===== config.mk =====
export PLATFORM = sky130hd
export DESIGN_NAME = stsub_front_flat
export DESIGN_NICKNAME = d
export VERILOG_FILES = /design/src/rtl/stsub_pkg.sv /design/src/rtl/stsub_if.sv /design/src/rtl/stsub_front.sv /design/src/flat_wrapper.sv
export SDC_FILE = /design/constraint.sdc
export NUM_CORES = 1
export LEC_CHECK = 0
export ABC_CLOCK_PERIOD_IN_PS = 4500
export BUFFER_PORTS_ARGS = -buffer_cell sky130_fd_sc_hd__buf_2
export CORE_ASPECT_RATIO = 1.4
export CORE_MARGIN = 5
export CORE_UTILIZATION = 30
export CTS_CLUSTER_DIAMETER = 150
export CTS_CLUSTER_SIZE = 20
export DETAILED_ROUTE_END_ITERATION = 12
export PLACE_DENSITY = 0.65
export SLEW_MARGIN = 40
export SYNTH_ARGS = -nofsm -noshare
export SYNTH_HDL_FRONTEND = slang
export SYNTH_SLANG_ARGS = --single-unit

===== constraint.sdc =====
create_clock -name clk -period 4.5 [get_ports clk]
set_input_delay 0.45 -clock clk [delete_from_list [all_inputs] [get_ports clk]]
set_output_delay 0.45 -clock clk [all_outputs]
set_load 0.03 [all_outputs]

===== src/rtl/stsub_pkg.sv =====
`timescale 1ns / 1ps
// ----------------------------------------------------------------------------
// stsub_pkg: shared types and constants
// corner and triangle words, cordic angle table, vertex emission order
// ----------------------------------------------------------------------------
package stsub_pkg;

  typedef struct packed {
    logic signed [15:0] nx;
    logic signed [15:0] ny;
    logic signed [15:0] nz;
    logic signed [17:0] u;
    logic signed [17:0] v;
  } corner_t;

  typedef struct packed {
    corner_t c2;
    corner_t c1;
    corner_t c0;
  } triangle_t;

  localparam logic [23:0] RADIUS_RESET = 24'd65536;

  // arctan table in units of 2^-24 turn
  localparam int CORDIC_STEPS = 18;
  localparam logic [21:0] TURN_TAB [CORDIC_STEPS] = '{
    22'd2097152, 22'd1238021, 22'd654136, 22'd332050, 22'd166669, 22'd83416,
    22'd41718, 22'd20860, 22'd10430, 22'd5215, 22'd2608, 22'd1304,
    22'd652, 22'd326, 22'd163, 22'd81, 22'd41, 22'd20
  };

  localparam logic signed [26:0] HALF_TURN = 27'sd8388608;

  // vertex slots: 0..2 corners, 3 = mid(0,2), 4 = mid(0,1), 5 = mid(1,2)
  localparam int EMIT_COUNT = 12;
  localparam logic [2:0] EMIT_ORDER [EMIT_COUNT] = '{
    3'd4, 3'd1, 3'd5, 3'd0, 3'd4, 3'd3, 3'd3, 3'd4, 3'd5, 3'd3, 3'd5, 3'd2
  };

endpackage


===== src/rtl/stsub_if.sv =====
`timescale 1ns / 1ps
// ----------------------------------------------------------------------------
// stsub_if: channel interfaces
// corner input words, vertex output words and the radius write channel
// ----------------------------------------------------------------------------
interface stsub_corner_if;
  logic               valid;
  logic               ready;
  logic signed [15:0] in_normal_x;
  logic signed [15:0] in_normal_y;
  logic signed [15:0] in_normal_z;
  logic signed [17:0] in_tex_u;
  logic signed [17:0] in_tex_v;
  modport source (output valid, in_normal_x, in_normal_y, in_normal_z, in_tex_u, in_tex_v,
                  input ready);
  modport sink (input valid, in_normal_x, in_normal_y, in_normal_z, in_tex_u, in_tex_v,
                output ready);
endinterface



===== src/rtl/stsub_front.sv =====
`timescale 1ns / 1ps
// ----------------------------------------------------------------------------
// stsub_front: corner collector
// holds the first two corners, pushes a whole triangle on the third
// ----------------------------------------------------------------------------
module stsub_front (
  input  logic                  clk,
  input  logic                  rst,
  stsub_corner_if.sink          corner,
  output logic                  push,
  output stsub_pkg::triangle_t  tri_data,
  input  logic                  full
);
  import stsub_pkg::*;

  logic [1:0] count;
  corner_t    held [2];
  corner_t    cur;
  logic       accept;

  assign cur = '{nx: corner.in_normal_x, ny: corner.in_normal_y, nz: corner.in_normal_z,
                 u: corner.in_tex_u, v: corner.in_tex_v};

  // third corner waits only when the queue is full
  assign corner.ready = (count != 2'd2) || !full;
  assign accept       = corner.valid && corner.ready;
  assign push         = accept && (count == 2'd2);
  assign tri_data     = '{c2: cur, c1: held[1], c0: held[0]};

  always_ff @(posedge clk) begin
    if (rst) begin
      count <= 2'd0;
    end else if (accept) begin
      if (count == 2'd2) begin
        count <= 2'd0;
      end else begin
        held[count[0]] <= cur;
        count          <= count + 2'd1;
      end
    end
  end

endmodule


===== src/flat_wrapper.sv =====
// flat-port wrapper written by rule: the top's interface ports become plain ports
module stsub_front_flat import stsub_pkg::*;
  (clk, rst, push, tri_data, full, corner_valid, corner_in_normal_x, corner_in_normal_y, corner_in_normal_z, corner_in_tex_u, corner_in_tex_v, corner_ready);
  stsub_corner_if corner_i ();
  input  logic clk;
  input  logic rst;
  output logic push;
  output stsub_pkg::triangle_t tri_data;
  input  logic full;
  input wire logic [$bits(corner_i.valid)-1:0] corner_valid;
  input wire logic [$bits(corner_i.in_normal_x)-1:0] corner_in_normal_x;
  input wire logic [$bits(corner_i.in_normal_y)-1:0] corner_in_normal_y;
  input wire logic [$bits(corner_i.in_normal_z)-1:0] corner_in_normal_z;
  input wire logic [$bits(corner_i.in_tex_u)-1:0] corner_in_tex_u;
  input wire logic [$bits(corner_i.in_tex_v)-1:0] corner_in_tex_v;
  output wire logic [$bits(corner_i.ready)-1:0] corner_ready;
  assign corner_i.valid = corner_valid;
  assign corner_i.in_normal_x = corner_in_normal_x;
  assign corner_i.in_normal_y = corner_in_normal_y;
  assign corner_i.in_normal_z = corner_in_normal_z;
  assign corner_i.in_tex_u = corner_in_tex_u;
  assign corner_i.in_tex_v = corner_in_tex_v;
  assign corner_ready = corner_i.ready;
  stsub_front u_core (.clk(clk), .rst(rst), .corner(corner_i), .push(push), .tri_data(tri_data), .full(full));
endmodule

### Word-level counts from Yosys, hierarchy flattened

Memories as Yosys holds them, arrays and structs flattened.
Index checks and enable logic that the tools add are counted.

| word-level totals | value |
|---|---|
| register bits | 2 |
| ROM bits | 0 |
| bits in latches | 0 |
| word-level logic and storage cells | 14 |
| memories kept | 1 |
| memory bits (writable) | 168 |

| operators by class | value |
|---|---|
| add/subtract/negate cells | 1 |
| multipliers | 0 |
| divide/modulo/power cells | 0 |
| equal/unequal tests | 2 |
| shift operators | 0 |
| order comparisons | 0 |
| bitwise logic cells | 0 |
| multiplexer cells | 5 |
| reduce and logical (&&, ||, !) cells | 4 |

Memory list:

| name | words | bits a word | rd ports | clocked after memory_dff | wr ports | line | source |
|---|---|---|---|---|---|---|---|
| u_core.held | 2 | 84 | 2 | 0 | 1 | stsub_front.sv:17 | `corner_t held [2];` |

Operators with widths:

| operator | count |
|---|---|
| 1-bit two-way mux | 4 |
| 2-bit by 1-bit adder with 2-bit output, second input constant | 1 |
| 2-bit equality test, second input constant | 1 |
| 1-bit logical AND | 2 |
| 2-bit two-way mux | 1 |
| 2-bit inequality test, second input constant | 1 |
| 1-bit logical NOT | 1 |
| 1-bit logical OR | 1 |

### Logic depth before layout (Yosys ltp)

| depth | value |
|---|---|
| depth after elaboration | 6 |
| gate-level depth with buffers | 2 |
| depth with buffers taken out | 2 |

### Worst setup path before layout

No wires, ideal clock.

| timing path | value |
|---|---|
| kind | input-to-reg |
| from | input port corner_valid |
| to | memory u_core.held[0][0] (netlist bit), enable pin |
| stages on the path | 2 |
| library setup time | 0.527 ns |
| slack | -0.366 ns |
| arrival time | 4.339 ns |
| required time | 3.973 ns |
| cell sequence | or3b_1 nor2_1 |

| on the way | value |
|---|---|
| longest elaborated chain between the ends | 4 |

Ends and longest elaborated chain:

| item | line | source |
|---|---|---|
| start: declaration | flat_wrapper.sv:10 | `input wire logic [$bits(corner_i.valid)-1:0] corner_valid;` |
| 1-bit logical AND | stsub_front.sv:26 | `assign accept = corner.valid && corner.ready;` |
| 1-bit two-way mux | stsub_front.sv:33 | `end else if (accept) begin` |
| 1-bit two-way mux | stsub_front.sv:31 | `if (rst) begin` |
| 1-bit two-way mux (not written as such) | stsub_front.sv:37 | `held[count[0]] <= cur;` |
| end: declaration | stsub_front.sv:17 |  |

No other way between the ends.

### Final worst setup path

| timing path | value |
|---|---|
| from | register u_core.count[0] |
| to | memory u_core.held[0][57] (netlist bit), enable pin |

| on the way | value |
|---|---|
| longest elaborated chain between the ends | 6 |
| elaborated cells on any way between the ends | 8 |

Ends and longest elaborated chain:

| item | line | source |
|---|---|---|
| start: declaration | stsub_front.sv:16 | `logic [1:0] count;` |
| start signal: assignment | stsub_front.sv:38 | `count <= count + 2'd1;` |
| 2-bit inequality test | stsub_front.sv:25 | `assign corner.ready = (count != 2'd2) \|\| !full;` |
| 1-bit logical OR | stsub_front.sv:25 |  |
| 1-bit logical AND | stsub_front.sv:26 |  |
| 1-bit two-way mux | stsub_front.sv:33 |  |
| 1-bit two-way mux | stsub_front.sv:31 |  |
| 1-bit two-way mux (not written as such) | stsub_front.sv:37 |  |

Several ways; a longest one is shown, not always the timed one.

==> impl_metrics.py <==
metrics = {
    "floorplan": {
        "rows": 60,
        "initial_core_util_pct": 30.2,
        "die-area_um2": 22200,
        "io_pins": 342,
        "die_x_um": 127,
        "core-area_um2": 19100,
        "die_h_um": 174,
    },
    "logic_synthesis": {
        "synth_top_family_by_area": "buffers and inverters",
        "yosys_warnings": 0,
        "ys_ff_latch": 170,
        "syn-cell-area_um2": 5790,
        "yosys.area_share.simple_pct": 0.865,
        "synth_compound_area_share_pct": 0.389,
        "synth_xor_area_share_pct": 0,
        "synthMuxAreaShare_pct": 0,
        "synth_cell_type_count": 12,
        "synthCells": 265,
        "syn-mean-instance-area_um2": 21.8,
        "ys_seq_area_share_pct": 87.9,
        "synth_fp_nets": 353,
        "synthAdderAreaFrac_pct": 0,
    },
    "sta": {
        "finalHoldViolCount": 0,
        "tns_ns": 0,
        "tightest_slew_ns": 0.749,
        "rsz0062_at_grt": "no",
        "finalCriticalPeriod_ns": 2.17,
        "report.final.slew_viol_count": 0,
        "timing.fmax_mhz": 461,
        "maxSlewHeadroom_pct": 49.9,
        "setup_viol": 0,
        "skew_ns": 0.0109,
        "fin_crit_sh_pct": 48.2,
    },
    "cells_and_area": {
        "fillers": 1774,
        "final_util_pct": 41.0,
        "regArea_um2": 5080,
        "nets": 631,
        "multi_input_area_um2": 87.6,
        "area_growth_pct": 35.5,
        "drive_gt1_share_pct": 67.8,
        "stdcell_area_um2": 7840,
    },
    "setup_path": {
        "timing_worst_setup_path_type": "reg2reg",
        "r2r_end": "u_core.held[0][57]$_DFFE_PP_",
        "cp_max_fo": 61,
        "worstSetupStartpointType": "flop",
        "r2r_cells": 3,
        "r2r_slack_ns": 2.33,
        "critPathArrivalTime_ns": 2.24,
        "critPathRequiredTime_ns": 4.57,
        "cp-end-kind": "flop",
        "timing.rr.start": "u_core.count[0]$_SDFFE_PP0N_",
        "cp-startpoint": "u_core.count[0]$_SDFFE_PP0N_",
    },
    "cts": {
        "cts_resized": 0,
        "cts_setup_buffers": 0,
        "clockBufferDepth": 2,
        "cts_max_level": 4,
        "clock_latency_ns": 0.41,
        "cts_hold_buf": 0,
        "cts_tree": "done",
        "numCtsBuffers": 17,
        "clockRootBuffer": "clkbuf_16",
        "cts.sinks": 170,
        "clk_pin_slew_ns": 0.07,
    },
    "drt": {
        "dr_wl_met3_mm": 1.13,
        "num_vias": 3287,
        "drt_iter0_drc": 118,
        "wl_met2_mm": 7.68,
        "wire_per_inst_um": 17.5,
        "ant_nets": 0,
        "drc": 0,
        "wl_met1_mm": 5.11,
        "vias_per_cell": 4.08,
        "drt-total-wl_mm": 14.1,
        "first_pass_iters": 4,
        "top_layer_used": "met4",
    },
    "pwr": {
        "leakagePower_uw": 0.00323,
        "p_total_uw": 3680,
        "max-vdd-ir-drop_mv": 0.203,
        "pwr_density_cell_nw_per_um2": 470,
    },
    "run": {
        "maxCapViolCount": 0,
    },
    "global_routing": {
        "grtUsageTotal_pct": 12.2,
        "grt_overflow": 0,
        "grt_pass1_vias": 3424,
        "grt_pass1_wl_mm": 20.2,
        "grt_max_degree": 62,
        "antenna_found_initial": 0,
    },
    "place": {
        "dpl.hpwl_mm": 10.7,
        "portBuffers": 341,
        "place_area_um2": 7230,
        "gp_congestion": 0.798,
    },
    "hold_path": {
        "hp-class": "in2reg",
        "hold_path_end": "u_core.held[0][61]$_DFFE_PP_",
        "min_path_cells": 1,
        "hp-start": "corner_in_normal_y[9]",
    },
    "status": {
        "status": "complete, no violations",
    },
}
## worst max path at each step
stage	to	slack (ns)	depth (start not counted)
6_report	u_core.held[0][57]$_DFFE_PP_	2.33	3
5_1_grt	u_core.held[0][57]$_DFFE_PP_	2.21	3
4_1_cts	u_core.held[0][57]$_DFFE_PP_	2.28	3
3_5_place_dp	u_core.held[0][32]$_DFFE_PP_	2.07	4
3_3_place_gp	u_core.held[0][32]$_DFFE_PP_	2.12	4
2_1_floorplan	u_core.held[0][0]$_DFFE_PP_	1.04	2
## power breakdown
group / switching, uW / internal, uW
combinational: 281 / 91.4
sequential: 14.1 / 1800
clock: 608 / 885
## routing by layer
layer | up-vias | GRT usage, %
li1 | 1471 | -
met5 | - | 0
met2 | 185 | 21.6
met1 | 1612 | 13.5
met3 | 19 | 3.78
met4 | 0 | 4.70
## Yosys cell counts, drive strengths merged
library cell  number  area share, %
dfxtp              2           0.69
buf               84             11
a311oi             1           0.15
a21oi              2           0.24
or3b               1           0.15
nor2               2           0.13
nand2b             2           0.22
nor4bb             1           0.17
edfxtp           168             87
nand3b             1           0.13
nand2              1          0.065
## layout by cell type (no fill, tap or decap), drive strengths merged
master,synthesis,final
buf,84,343
edfxtp,168,168
clkbuf,0,17
inv,0,6
clkinv,0,4
bufinv,0,3
nor2,2,2
nand2b,2,2
clkinvlp,0,2
dfxtp,2,2
a21oi,2,2
diode,0,1
or3b,1,1
nor4bb,1,1
nand2,1,1
nand3b,1,1
a311oi,1,1
## critical path, stage by stage, from the launching register on
cell	delay, ns
dfxtp_1	0.36
or3b_1	0.43
nor2_4	0.59
buf_12	0.39
## logic make-up after synthesis
| family | after synthesis |
|---|---|
| flops | 170 |
| buf+inv | 84 |
| simple gates | 8 |
| compound gates | 3 |
## final cells by class
class | count | share of cell area, %
clock inverters | 15 | 2.38
multi-input cells | 11 | 1.12
diodes | 1 | 0.0319
flip-flops and latches | 170 | 64.8
well taps | 248 | 3.96
clock buffers | 17 | 5.42
repair buffers | 343 | 22.3
## flip-flops by register name, summed over array words and instances, names as in the netlist
signal / cells
u_core.count: 2
u_core.held: 168
## per-stage QoR
stage / hold slack, ns / cells / setup WS (ns)
after floorplan: 0.473 / 265 / 1.04
final: 0.229 / 805 / 2.33
after detailed placement: 0.527 / 772 / 2.07
after global routing: 0.202 / 804 / 2.21
after global placement: 0.495 / 772 / 2.12
after CTS: 0.203 / 804 / 2.28
(Power assumes the default switching activity.)
