## config.mk

```make
export PLATFORM = sky130hd
export DESIGN_NAME = stsub_fifo
export DESIGN_NICKNAME = d
export VERILOG_FILES = /design/src/rtl/stsub_pkg.sv /design/src/rtl/stsub_fifo.sv
export SDC_FILE = /design/constraint.sdc
export NUM_CORES = 1
export LEC_CHECK = 0
export ABC_AREA = 0
export BUFFER_PORTS_ARGS = -buffer_cell sky130_fd_sc_hd__buf_2
export CAP_MARGIN = 20
export CELL_PAD_IN_SITES_DETAIL_PLACEMENT = 1
export CELL_PAD_IN_SITES_GLOBAL_PLACEMENT = 2
export CORE_AREA = 2 2 191 287
export DETAILED_ROUTE_END_ITERATION = 12
export DIE_AREA = 0 0 193 289
export PLACE_DENSITY_LB_ADDON = 0.1
export SLEW_MARGIN = 0
export SYNTH_ARGS = -nofsm -noshare
export SYNTH_HDL_FRONTEND = slang
export SYNTH_SLANG_ARGS = --single-unit
export TNS_END_PERCENT = 20
```

## constraint.sdc

```tcl
create_clock -name clk -period 65.9 [get_ports clk]
set_input_delay 13.18 -clock clk [delete_from_list [all_inputs] [get_ports clk]]
set_output_delay 13.18 -clock clk [all_outputs]
set_load 0.02 [all_outputs]
```

## src/rtl/stsub_pkg.sv

```systemverilog
`timescale 1ns / 1ps
// ----------------------------------------------------------------------------
// stsub_pkg: shared types and constants
// corner and triangle words, cordic angle table, vertex emission order
// ----------------------------------------------------------------------------
package stsub_pkg;

  typedef struct packed {
    logic signed [15:0] nx;
    logic signed [15:0] ny;
    logic signed [15:0] nz;
    logic signed [17:0] u;
    logic signed [17:0] v;
  } corner_t;

  typedef struct packed {
    corner_t c2;
    corner_t c1;
    corner_t c0;
  } triangle_t;

  localparam logic [23:0] RADIUS_RESET = 24'd65536;

  // arctan table in units of 2^-24 turn
  localparam int CORDIC_STEPS = 18;
  localparam logic [21:0] TURN_TAB [CORDIC_STEPS] = '{
    22'd2097152, 22'd1238021, 22'd654136, 22'd332050, 22'd166669, 22'd83416,
    22'd41718, 22'd20860, 22'd10430, 22'd5215, 22'd2608, 22'd1304,
    22'd652, 22'd326, 22'd163, 22'd81, 22'd41, 22'd20
  };

  localparam logic signed [26:0] HALF_TURN = 27'sd8388608;

  // vertex slots: 0..2 corners, 3 = mid(0,2), 4 = mid(0,1), 5 = mid(1,2)
  localparam int EMIT_COUNT = 12;
  localparam logic [2:0] EMIT_ORDER [EMIT_COUNT] = '{
    3'd4, 3'd1, 3'd5, 3'd0, 3'd4, 3'd3, 3'd3, 3'd4, 3'd5, 3'd3, 3'd5, 3'd2
  };

endpackage

```

## src/rtl/stsub_fifo.sv

```systemverilog
`timescale 1ns / 1ps
// ----------------------------------------------------------------------------
// stsub_fifo: triangle queue
// two-entry queue between corner collector and vertex engine
// ----------------------------------------------------------------------------
module stsub_fifo (
  input  logic                  clk,
  input  logic                  rst,
  input  logic                  push,
  input  stsub_pkg::triangle_t  wdata,
  output logic                  full,
  output logic                  avail,
  output stsub_pkg::triangle_t  rdata,
  input  logic                  pop
);
  import stsub_pkg::*;

  triangle_t  mem [2];
  logic       wp;
  logic       rp;
  logic [1:0] count;

  assign full  = (count == 2'd2);
  assign avail = (count != 2'd0);
  assign rdata = mem[rp];

  always_ff @(posedge clk) begin
    if (rst) begin
      wp    <= 1'b0;
      rp    <= 1'b0;
      count <= 2'd0;
    end else begin
      if (push) begin
        mem[wp] <= wdata;
        wp      <= ~wp;
      end
      if (pop) begin
        rp <= ~rp;
      end
      count <= count + {1'b0, push} - {1'b0, pop};
    end
  end

  a_no_overflow : assert property (@(posedge clk) disable iff (rst) push |-> !full)
    else $error("push into full triangle queue");
  a_no_underflow : assert property (@(posedge clk) disable iff (rst) pop |-> avail)
    else $error("pop from empty triangle queue");
  a_count_range : assert property (@(posedge clk) disable iff (rst)
    (push && !pop) |=> count == $past(count) + 2'd1)
    else $error("triangle queue count lost a push");

endmodule

```

Word-level counts from Yosys, hierarchy flattened
Memory sizes are Yosys's and may differ from the RTL's. A register that Yosys moved wholly into a read port is not among the register bits.
Cells that the tools add are included.
W data, S select, Z words.

storage, ports and cells
  memories kept = 1
  register bits after elaboration = 4
  input bits = 256
  memory bits (writable) = 504
  output and inout bits = 254
  logic and storage cells = 15

cells by class
  $add $sub $neg = 2
  reductions and logical operators = 1
  equal/unequal tests = 1
  mux-type cells = 5
  bitwise logic cells = 2

memory list
  memory  depth  bits a word  read ports  clocked after Yosys merged registers in  wr ports  line              RTL
  mem     2      252          1           1                                        1         stsub_fifo.sv:18  triangle_t mem [2];

operator list
  operator              number
  $mux W1               5
  $add A2 B1 Y2         1
  $eq A2 B2 Y1 const B  1
  $not A1 Y1            2
  $reduce_bool A2 Y1    1
  $sub A2 B1 Y2         1

Depth between registers and ports, before layout
Gate-level depths: netlist (run 1).

  depth after elaboration = 3
  gate-level depth with buffers = 6

Worst setup path before layout (run 1)
Ideal clock, no wire load.

  path type = input -> register
  start point = input port rst
  end point = memory mem[0][0] in the netlist's numbering (enable)
  slack = 33467 ps
  path buffers = 0
  setup time = 1223 ps
  arrival = 31211 ps
  cell stages on the path = 1
  cells stage by stage = nor3b_1

on the way
  cells in the longest elaborated chain, start to end = 2

RTL lines
  item                           line              RTL
  from (decl)                    stsub_fifo.sv:8   input logic rst,
  $mux W1                        stsub_fifo.sv:28  if (rst) begin
  $mux W1 (not written as such)  stsub_fifo.sv:34  mem[wp] <= wdata;
  to (decl)                      stsub_fifo.sv:18

No other way between the ends.

==> results of run 1 <==
==> final cells by class <==
type	instances	area (um^2)	area share
diodes	14	35.0	0.00151
clock buffers	63	1280	0.0550
clock inverters	24	238	0.0102
inverters	2	7.51	0.000323
multi-input cells	266	2960	0.127
flip-flops and latches	509	15200	0.656
well taps	689	862	0.0371
repair buffers	519	2620	0.113
==> worst register-to-register path: stages, from the launching register on <==
cell	delay, ns
dfxtp_1	0.39
and3b_4	0.81
buf_4	0.85
buf_4	0.86
==> state kept, by name, indices dropped and copies added, names as in the netlist, named ones only <==
register and cells:
count 2, mem 504, rp 1, wp 1
==> metal layers <==
| metal | wire length [um] | global-route usage | vias to the layer above | share of wire |
|---|---|---|---|---|
| met1 | 16400 | 0.170 | 4699 | 0.34 |
| met4 | 1890 | 0.0750 | 20 | 0.040 |
| met2 | 24700 | 0.294 | 380 | 0.52 |
| li1 | - | - | 4312 | - |
| met5 | 116 | 0 | - | 0.0024 |
| met3 | 4690 | 0.0682 | 109 | 0.098 |
==> cell usage in the layout (no fill, tap or decap) <==
| cell | instances |
|---|---|
| edfxtp_1 | 504 |
| nor2_1 | 4 |
| bufinv_16 | 5 |
| clkbuf_16 | 49 |
| diode_2 | 14 |
| dfxtp_4 | 1 |
| and3b_4 | 1 |
| clkinv_2 | 4 |
| clkinv_1 | 12 |
| clkbuf_1 | 14 |
| xnor3_1 | 1 |
| inv_1 | 2 |
| mux2_2 | 252 |
| buf_2 | 509 |
| xnor2_1 | 2 |
| or2_2 | 1 |
| ha_1 | 2 |
| dfxtp_1 | 4 |
| nor3b_2 | 1 |
| clkinvlp_4 | 3 |
| buf_4 | 10 |
| nor2b_1 | 2 |
==> per-stage QoR <==
stage,instance area [um^2],util
global placement,21700,0.407
CTS,23200,0.435
finish,23200,0.436
floorplan,18500,-
detailed placement,21700,0.407
global route,23200,0.435
==> cell families after synthesis <==
family	count (synthesis)
and+or+nand+nor	9
xor gates and xnor gates	3
adders and majority gates	2
muxes	252
buffers and inverters	30
DFF	509
==> path summary, 6_finish.rpt <==
kind	startpoint	to	slack (ns)
max	flip-flop	rdata[198]	48.94
max reg2reg	wp	mem[1][124]	62.52
min	rp	rp	0.54
min reg2reg	rp	rp	0.54
==> power breakdown <==
group / switching (uW) / total, uW / internal, uW
Sequential: 4.52 / 375 / 370
Combinational: 46.2 / 76.8 / 30.6
Clock: 115 / 271 / 156
==> reports/qor.csv, run 1 <==
stage,metric,value,unit
synthesis,async_flop_share,0,
worst_setup_path,crit_arrival,3.78,ns
global_routing,grt-ovfl-total,0,
timing,fmax,59.0,MHz
worst_setup_path,end_kind,output port,
synthesis,yosysWarnings,0,
worst_setup_path,cp_num_buf_inv,3,
clock_tree,root_buffer,clkbuf_16,
global_routing,grt_pass1_vias,10600,
power,power,723,uW
synthesis,synth_compound_area_frac,0,
synthesis,synth_most_common_cell,edfxtp_1,
floorplan,die_area,0.0558,mm^2
timing,slew_headroom,0.311,
final_layout,final_cell_count_no_fill,2086,
placed_design,finalWeightedCongestion,0.799,
timing,fin_crit_sh,0.257,
placed_design,numPlacedInstances,1985,
synthesis,synth_edf_count,504,
synthesis,synthSimpleGateAreaFrac,0.00271,
floorplan,io_pins,510,
synthesis,synthCells,805,
timing,hold_slack,0.536,ns
synthesis,ys_types,14,
synthesis,synth_top_family_by_area,multiplexers,
synthesis,synth_xor_area_frac,0.00217,
global_routing,grt_pass1_wl,67000,um
synthesis,synthesis.nets,1063,
status,status,"finished, final reports clean",
worst_setup_path,critPathMaxFanout,70,
floorplan,rows,104,
detailed_routing,wl,47800,um
synthesis,ys_seq_area_frac,0.825,
power,ir_worst_vdd,0.0000184,V
global_routing,antenna_found_initial,26,
detailed_routing,drc,0,
detailed_routing,routed_via_density,4.56,
timing,setup_viol,0,
timing,fin_ws,48.94,ns
clock_tree,cts_buffer_depth,3,
placed_design,pre_cts_ws,49.33,ns
worst_setup_path,crit_cells,4,
clock_tree,clock-sinks,509,
worst_setup_path,critical_path_class,flip-flop to output port,
worst_setup_path,slowest_delay,0.84,ns
placed_design,portBuffers,509,
floorplan,core_area,0.0534,mm^2
clock_tree,cts_resized,0,
run,max-cap-violations,0,
detailed_routing,antenna_left,0,
global_routing,grt_use_total,0.166,
synthesis,ys_top_cells_by_area,"edfxtp_1 82%, mux2_2 15%, buf_6 1.3%, dfxtp_1 0.54%, buf_2 0.19%",
power,p_leak,0.00846,uW
floorplan,die_w,193,um
synthesis,ys_top_cells_by_count,"504 x edfxtp_1, 252 x mux2_2, 21 x buf_6",
final_layout,num-nets-final,1605,
detailed_routing,first_pass_iters,4,
floorplan,die_height,289,um
worst_setup_path,crit_path_frequent_cell,buf_4,
synthesis,synth_ff_type,edfxtp_1,
clock_tree,clock_latency,0.56,ns
timing,rsz0062_at_grt,no,
timing,hold_violations,0,
synthesis,post_synth.cell_area_avg,22.9,um^2
worst_setup_path,start_kind,flip-flop,
timing,finalCriticalPeriod,16.96,ns
clock_tree,cts_buffers,49,
global_routing,grt_max_degree,74,
timing,fin_setup_tns,0,ns
clock_tree,cts_tree,built,
final_layout,final_layout_size_suffix_gt1_frac,0.604,
clock_tree,cts_setup_buffers,0,
worst_setup_path,crit_path_cell_trace,buf_4 -> buf_4 -> mux2_2 -> buf_2,
detailed_routing,drt_iter0_markers,356,
detailed_routing,avgRoutedWirePerCell,22.9,um
final_layout,n_fill_cell,5283,
synthesis,synth_area,0.0185,mm^2
synthesis,yosys.area.top_type,edfxtp_1,
worst_setup_path,crit_required,52.72,ns
timing,clock_skew,0.0121,ns
clock_tree,cts.clk_slew.worst_paths,0.06,ns
worst_setup_path,slowest_stage,buf_4,
hold_path,hold_depth,2,
hold_path,hold_class,flip-flop to flip-flop,
floorplan,start_util,0.346,
timing,tightestPinTransition,1.03,ns
worst_setup_path,rr_worst_depth,3,
final_layout,areaGrowthSynthToFinish,25.9,%
clock_tree,htreeDepth,2,
synthesis,synth_top_cell_area_share,0.820,
timing,drv_slew,0,
synthesis,synthAdderAreaFrac,0.00136,
synthesis,synth_seq_cells,509,
worst_setup_path,crit_family,buffers and inverters,
power,power_density,31.1,mW/mm^2
detailed_routing,num_vias,9520,
placed_design,dpl.hpwl,33400,um
synthesis,synth_mux_area_frac,0.154,
clock_tree,cts_hold_buf,0,
Power figures use the tool's default switching activity.
==> run 2: changes to the inputs <==
--- a/config.mk
+++ b/config.mk
@@ -5,7 +5,7 @@
 export SDC_FILE = /design/constraint.sdc
 export NUM_CORES = 1
 export LEC_CHECK = 0
-export ABC_AREA = 0
+export ABC_AREA = 1
 export BUFFER_PORTS_ARGS = -buffer_cell sky130_fd_sc_hd__buf_2
 export CAP_MARGIN = 20
 export CELL_PAD_IN_SITES_DETAIL_PLACEMENT = 1
==> constraint.sdc (replaced) <==
create_clock -name clk -period 16.4 [get_ports clk]
set_input_delay 3.28 -clock clk [delete_from_list [all_inputs] [get_ports clk]]
set_output_delay 3.28 -clock clk [all_outputs]
set_load 0.02 [all_outputs]
==> run 2 against run 1 <==
Effect of this change: worst setup slack worse by 39 ns; total power rose to 3.9 times the previous value; sequential share of layout area up 0.056 points; utilization about the same; synthesized area about the same.
==> reports/qor.csv, run 2 <==
stage,metric,value,unit,change
floorplan,die_area,0.0558,mm^2,unchanged
detailed_routing,avgRoutedWirePerCell,22.1,um,was 22.9 um
clock_tree,cts_setup_buffers,0,,unchanged
timing,drv_slew,0,,unchanged
placed_design,finalWeightedCongestion,0.748,,was 0.799
detailed_routing,num_vias,9563,,was 9520
synthesis,synth_top_cell_area_share,0.819,,was 0.820
final_layout,areaGrowthSynthToFinish,25.7,%,was 25.9%
clock_tree,cts.clk_slew.worst_paths,0.06,ns,about the same
synthesis,async_flop_share,0,,unchanged
power,ir_worst_vdd,0.0000876,V,was 0.0000184 V
synthesis,synth_area,0.0185,mm^2,about the same
clock_tree,cts_resized,0,,unchanged
worst_setup_path,start_kind,flip-flop,,unchanged
synthesis,ys_top_cells_by_area,"edfxtp_1 82%, mux2_2 15%, buf_6 1.3%, dfxtp_1 0.54%, buf_2 0.19%",,unchanged
global_routing,grt-ovfl-total,0,,unchanged
synthesis,synth_edf_count,504,,unchanged
floorplan,core_area,0.0534,mm^2,unchanged
synthesis,ys_top_cells_by_count,"504 x edfxtp_1, 252 x mux2_2, 21 x buf_6",,unchanged
detailed_routing,drt_iter0_markers,407,,was 356
clock_tree,clock-sinks,509,,unchanged
synthesis,yosys.area.top_type,edfxtp_1,,unchanged
global_routing,antenna_found_initial,21,,was 26
synthesis,ys_seq_area_frac,0.825,,about the same
hold_path,hold_class,flip-flop to flip-flop,,unchanged
run,max-cap-violations,0,,unchanged
detailed_routing,routed_via_density,4.56,,about the same
synthesis,synth_ff_type,edfxtp_1,,unchanged
timing,fin_setup_tns,0,ns,unchanged
timing,fin_ws,9.50,ns,was 48.94 ns
placed_design,numPlacedInstances,1997,,was 1985
placed_design,portBuffers,509,,unchanged
clock_tree,htreeDepth,2,,unchanged
synthesis,post_synth.cell_area_avg,22.6,um^2,was 22.9 um^2
floorplan,die_w,193,um,unchanged
synthesis,yosysWarnings,0,,unchanged
final_layout,n_fill_cell,5264,,was 5283
worst_setup_path,critical_path_class,flip-flop to output port,,unchanged
timing,fmax,145,MHz,
global_routing,grt_pass1_vias,10600,,about the same
timing,rsz0062_at_grt,no,,unchanged
final_layout,top_regs,"mem: 504 flops, count: 2 flops",,unchanged
power,power_density,122,mW/mm^2,was 31.1 mW/mm^2
worst_setup_path,critPathMaxFanout,76,,was 70
synthesis,ys_types,13,,was 14
placed_design,pre_cts_ws,9.92,ns,was 49.33 ns
clock_tree,root_buffer,clkbuf_16,,unchanged
final_layout,num-nets-final,1618,,was 1605
detailed_routing,first_pass_iters,4,,unchanged
worst_setup_path,end_kind,output port,,unchanged
global_routing,grt_use_total,0.161,,was 0.166
floorplan,rows,104,,unchanged
timing,fin_crit_sh,0.421,,
clock_tree,clock_latency,0.56,ns,about the same
timing,hold_violations,0,,unchanged
clock_tree,cts_buffer_depth,3,,unchanged
synthesis,synth_most_common_cell,edfxtp_1,,unchanged
clock_tree,cts_buffers,49,,unchanged
global_routing,grt_max_degree,77,,was 74
synthesis,synth_seq_cells,509,,unchanged
worst_setup_path,crit_required,13.12,ns,was 52.72 ns
status,status,"finished, final reports clean",,unchanged
final_layout,final_layout_size_suffix_gt1_frac,0.598,,was 0.604
global_routing,grt_pass1_wl,65500,um,was 67000 um
timing,setup_viol,0,,unchanged
timing,clock_skew,0.0164,ns,was 0.0121 ns
synthesis,synthesis.nets,1074,,was 1063
detailed_routing,drc,0,,unchanged
worst_setup_path,crit_arrival,3.62,ns,was 3.78 ns
final_layout,largest_reg_flops,504,,unchanged
final_layout,final_cell_mix,"509 x buf_2, 504 x edfxtp_1, 252 x mux2_2",,unchanged
synthesis,synthCells,816,,was 805
clock_tree,cts_hold_buf,0,,unchanged
floorplan,io_pins,510,,unchanged
detailed_routing,wl,46300,um,was 47800 um
timing,slew_headroom,0.349,,was 0.311
detailed_routing,antenna_left,0,,unchanged
power,p_leak,0.00847,uW,was 0.00846 uW
final_layout,final_common_cell,buf_2,,unchanged
placed_design,dpl.hpwl,33000,um,was 33400 um
final_layout,regMostFlops,mem,,unchanged
final_layout,final_cell_count_no_fill,2098,,was 2086
timing,tightestPinTransition,0.976,ns,was 1.03 ns
timing,finalCriticalPeriod,6.90,ns,
floorplan,die_height,289,um,unchanged
clock_tree,cts_tree,built,,unchanged
floorplan,start_util,0.346,,about the same
-- run 2: worst max-delay path, stage by stage (launching register included) --
cell,delay [ns]
dfxtp_4,0.79
buf_4,0.71
buf_4,0.84
mux2_2,0.43
buf_2,0.16
-- run 2: cells by family (layout without fill, tap and decap cells) --
logic type / Yosys count / count (layout) / share of synthesized area
fa+ha+maj: 2 / 2 / 0.00135
buf+inv: 36 / 614 / 0.0163
xor+xnor: 1 / 1 / 0.000474
flops: 509 / 509 / 0.825
other cells: 0 / 15 / 0
simple gates: 14 / 14 / 0.00298
compound gates: 2 / 2 / 0.000542
mux: 252 / 252 / 0.154
-- run 2: per-layer routing --
layer,wire (um),track usage,share of wire,vias to the layer above
li1,-,-,-,4344
met4,1760,0.0705,0.038,14
met5,80,0,0.0017,-
met2,25000,0.294,0.54,376
met1,15600,0.166,0.34,4728
met3,3930,0.0514,0.085,101
-- run 2: report_power, final --
group          switching, uW  leakage [uW]  internal, uW  total (uW)
clock network            453      0.000699           578        1030
registers               14.8       0.00467          1480        1500
logic                    178       0.00310           119         297
-- run 2: worst paths after layout --
kind	cells after the start	to	slack, ns	startpoint
hold / removal	2	wp	0.48	wp
setup reg to reg	5	mem[0][171]	13.06	wp
hold reg to reg	2	wp	0.48	wp
setup / recovery	4	rdata[189]	9.50	flip-flop
-- run 2: area by class of cell --
type	count	area [um^2]	area share
antenna	15	37.5	0.00162
clock buffer	62	1320	0.0567
clock inverter	23	125	0.00539
inverter	8	30.0	0.00129
multi-input combinational	271	2960	0.127
sequential	509	15200	0.656
tap	689	862	0.0371
timing repair buffer	521	2660	0.114
-- run 2: per-stage QoR --
| step | total power [uW] | utilization | area, um^2 | hold WS, ns |
|---|---|---|---|---|
| after floorplan | 1720 | - | 18500 | 0.437 |
| after global placement | 1820 | 0.407 | 21700 | 0.453 |
| after detailed placement | 1830 | 0.407 | 21700 | 0.479 |
| after CTS | 2870 | 0.434 | 23200 | 0.488 |
| after global routing | 2930 | 0.435 | 23200 | 0.507 |
| final | 2820 | 0.435 | 23200 | 0.479 |
==> run 3: changes to the inputs <==
--- a/config.mk
+++ b/config.mk
@@ -10,9 +10,9 @@
 export CAP_MARGIN = 20
 export CELL_PAD_IN_SITES_DETAIL_PLACEMENT = 1
 export CELL_PAD_IN_SITES_GLOBAL_PLACEMENT = 2
-export CORE_AREA = 2 2 191 287
+export CORE_AREA = 2 2 194 291
 export DETAILED_ROUTE_END_ITERATION = 12
-export DIE_AREA = 0 0 193 289
+export DIE_AREA = 0 0 196 293
 export PLACE_DENSITY_LB_ADDON = 0.1
 export SLEW_MARGIN = 0
 export SYNTH_ARGS = -nofsm -noshare
==> constraint.sdc (replaced) <==
create_clock -name clk -period 5.9 [get_ports clk]
set_input_delay 1.18 -clock clk [delete_from_list [all_inputs] [get_ports clk]]
set_output_delay 1.18 -clock clk [all_outputs]
set_load 0.02 [all_outputs]
==> run 3 against run 2 <==
Effect of this change: first-iteration DRC count is 7.9% lower; hold slack improved by 0.0061 ns; combinational power grew to 2.8 times the previous value; critical path depth unchanged; via count rose by 1.6%; clock power rose to 2.9 times the previous value; critical path type unchanged; largest power group unchanged; die area up 3.0%; clock skew is 0.0042 ns lower; global-route usage rose by 0.56 points; sequential power increased to 2.8 times the previous value; count of clock-buffer cells in the layout down 2; wire length is 5.1% higher.
==> reports/qor.csv, run 3 (synthesized netlist as in run 2, its figures left out) <==
stage,metric,value,unit,change
status,status,"finished, final reports clean",,unchanged
detailed_routing,routed_via_density,4.62,,was 4.56
detailed_routing,antenna_left,0,,unchanged
worst_setup_path,crit_arrival,2.55,ns,was 3.62 ns
detailed_routing,drt_iter0_markers,375,,was 407
clock_tree,cts.clk_slew.worst_paths,0.06,ns,about the same
clock_tree,cts_buffers,49,,unchanged
detailed_routing,avgRoutedWirePerCell,23.1,um,was 22.1 um
placed_design,dpl.hpwl,34400,um,was 33000 um
hold_path,hold_class,flip-flop to flip-flop,,unchanged
timing,fin_crit_sh,0.632,,
clock_tree,clock-sinks,509,,unchanged
worst_setup_path,critPathMaxFanout,76,,unchanged
worst_setup_path,rr_worst_depth,3,,was 5
timing,fmax,268,MHz,
global_routing,grt-ovfl-total,0,,unchanged
worst_setup_path,reg2reg_from,wp,,unchanged
clock_tree,clock_latency,0.58,ns,was 0.56 ns
clock_tree,root_buffer,clkbuf_16,,unchanged
floorplan,io_pins,510,,unchanged
worst_setup_path,crit_family,buffers and inverters,,unchanged
worst_setup_path,crit_path_cell_trace,buf_16 -> buf_12 -> mux2_2 -> buf_2,,was buf_4 -> buf_4 -> mux2_2 -> buf_2
timing,hold_slack,0.486,ns,was 0.479 ns
worst_setup_path,reg2reg_to,mem[1][144],,was mem[0][171]
detailed_routing,wl,48700,um,was 46300 um
detailed_routing,met3WireLength,3990,um,was 3930 um
power,power_density,342,mW/mm^2,was 122 mW/mm^2
detailed_routing,wl_met2,26300,um,was 25000 um
placed_design,finalWeightedCongestion,0.804,,was 0.748
final_layout,fin_area,0.0234,mm^2,was 0.0232 mm^2
floorplan,start_util,0.338,,was 0.346
timing,tightestPinTransition,0.865,ns,was 0.976 ns
worst_setup_path,slowest_stage,dfxtp_4,,was buf_4
clock_tree,cts_tree,built,,unchanged
detailed_routing,first_pass_iters,4,,unchanged
placed_design,dpl-instance-area,0.0218,mm^2,was 0.0217 mm^2
final_layout,final_cell_mix,"509 x buf_2, 504 x edfxtp_1, 252 x mux2_2",,unchanged
power,ir_worst_vdd,0.000241,V,was 0.0000876 V
clock_tree,cts_resized,0,,unchanged
placed_design,portBuffers,509,,unchanged
global_routing,grt_pass1_vias,10600,,about the same
global_routing,grt_max_degree,143,,was 77
power,p_leak,0.00854,uW,was 0.00847 uW
detailed_routing,wl_met1,16100,um,was 15600 um
clock_tree,cts_hold_buf,0,,unchanged
detailed_routing,drc,0,,unchanged
final_layout,n_fill_cell,5377,,was 5264
worst_setup_path,crit_required,4.72,ns,was 13.12 ns
timing,rsz0062_at_grt,no,,unchanged
timing,hold_violations,0,,unchanged
final_layout,final_common_cell,buf_2,,unchanged
timing,finalCriticalPeriod,3.73,ns,
final_layout,areaGrowthSynthToFinish,26.6,%,was 25.7%
hold_path,hp-start,wp,,unchanged
timing,setup_viol,0,,unchanged
clock_tree,htreeDepth,2,,unchanged
hold_path,hold_depth,2,,unchanged
final_layout,final_layout_size_suffix_gt1_frac,0.606,,was 0.598
worst_setup_path,critical_path_class,flip-flop to output port,,unchanged
clock_tree,cts_setup_buffers,0,,unchanged
worst_setup_path,slowest_delay,0.58,ns,was 0.84 ns
final_layout,multi_input_area,0.00296,mm^2,unchanged
hold_path,hold_path_end,wp,,unchanged
timing,clock_skew,0.0123,ns,was 0.0164 ns
floorplan,die_height,293,um,was 289 um
worst_setup_path,r2r_slack,4.07,ns,was 13.06 ns
run,max-cap-violations,0,,unchanged
floorplan,die_area,0.0574,mm^2,was 0.0558 mm^2
timing,drv_slew,0,,unchanged
detailed_routing,num_vias,9720,,was 9563
detailed_routing,dr.max_layer_used,met5,,unchanged
final_layout,top_regs,"mem: 504 flops, count: 2 flops",,unchanged
final_layout,largest_reg_flops,504,,unchanged
final_layout,register_area,0.0152,mm^2,unchanged
floorplan,die_w,196,um,was 193 um
global_routing,antenna_found_initial,25,,was 21
timing,slew_headroom,0.423,,was 0.349
worst_setup_path,start_kind,flip-flop,,unchanged
final_layout,num-nets-final,1616,,was 1618
final_layout,regMostFlops,mem,,unchanged
floorplan,rows,105,,was 104
worst_setup_path,end_kind,output port,,unchanged
floorplan,core_area,0.0547,mm^2,was 0.0534 mm^2
clock_tree,cts_buffer_depth,3,,unchanged
global_routing,grt_pass1_wl,69300,um,was 65500 um
global_routing,grt_use_total,0.166,,was 0.161
worst_setup_path,cp_num_buf_inv,3,,unchanged
-- run 3: changes by cell type in the layout (fill, tap and decap cells not counted), moves of 2 or more --
cell	before	now
buf_12	0	6
buf_4	11	3
clkbuf_1	11	6
clkbuf_8	0	3
clkinv_1	17	12
clkinv_2	3	10
clkinv_4	0	2
diode_2	15	13
-- run 3: cell type report --
cell class	instances	area share
timing repair buffer	519	0.116
inverter	8	0.00182
clock buffer	60	0.0573
multi-input combinational	271	0.126
sequential	509	0.651
clock inverter	29	0.00840
antenna	13	0.00139
tap	695	0.0372
-- run 3: per-layer routing --
layer,global-route usage,vias up
met2,0.306,389
met3,0.0608,122
met4,0.0854,16
met1,0.162,4848
met5,0,-
li1,-,4345
-- run 3: power by group --
part | internal (uW) | total, uW | leakage (uW) | switching, uW
combinational | 336 | 841 | 0.00311 | 505
clock | 1700 | 3010 | 0.000756 | 1310
sequential | 4110 | 4150 | 0.00467 | 39.7
-- run 3: stage by stage --
stage	TNS (ns)	setup WS, ns	utilization	total power, uW	instances
final	0	2.17	0.428	8000	2104
after global routing	0	2.03	0.428	8310	2103
after CTS	0	1.89	0.427	8130	2090
after detailed placement	0	2.52	0.399	5090	2001
after global placement	0	2.52	0.399	5070	2001
after floorplan	-435.88	-1.73	-	4750	816
-- run 3: worst max-delay path by stage --
stage | startpoint | endpoint | slack, ns | cells past startpoint
floorplan | push | mem[1][0] | -1.73 | 2
detailed placement | flip-flop | rdata[223] | 2.52 | 3
CTS | flip-flop | rdata[143] | 1.89 | 3
global placement | flip-flop | rdata[54] | 2.52 | 3
finish | flip-flop | rdata[82] | 2.17 | 4
global route | flip-flop | rdata[143] | 2.03 | 4
-- run 3: worst min-delay path, delay by kind of cell, from the launching register on --
kind	cells	cell delay, ns
AOI/OAI and AO/OA	1	0.06
and+or+nand+nor	1	0.06
DFF	1	0.32
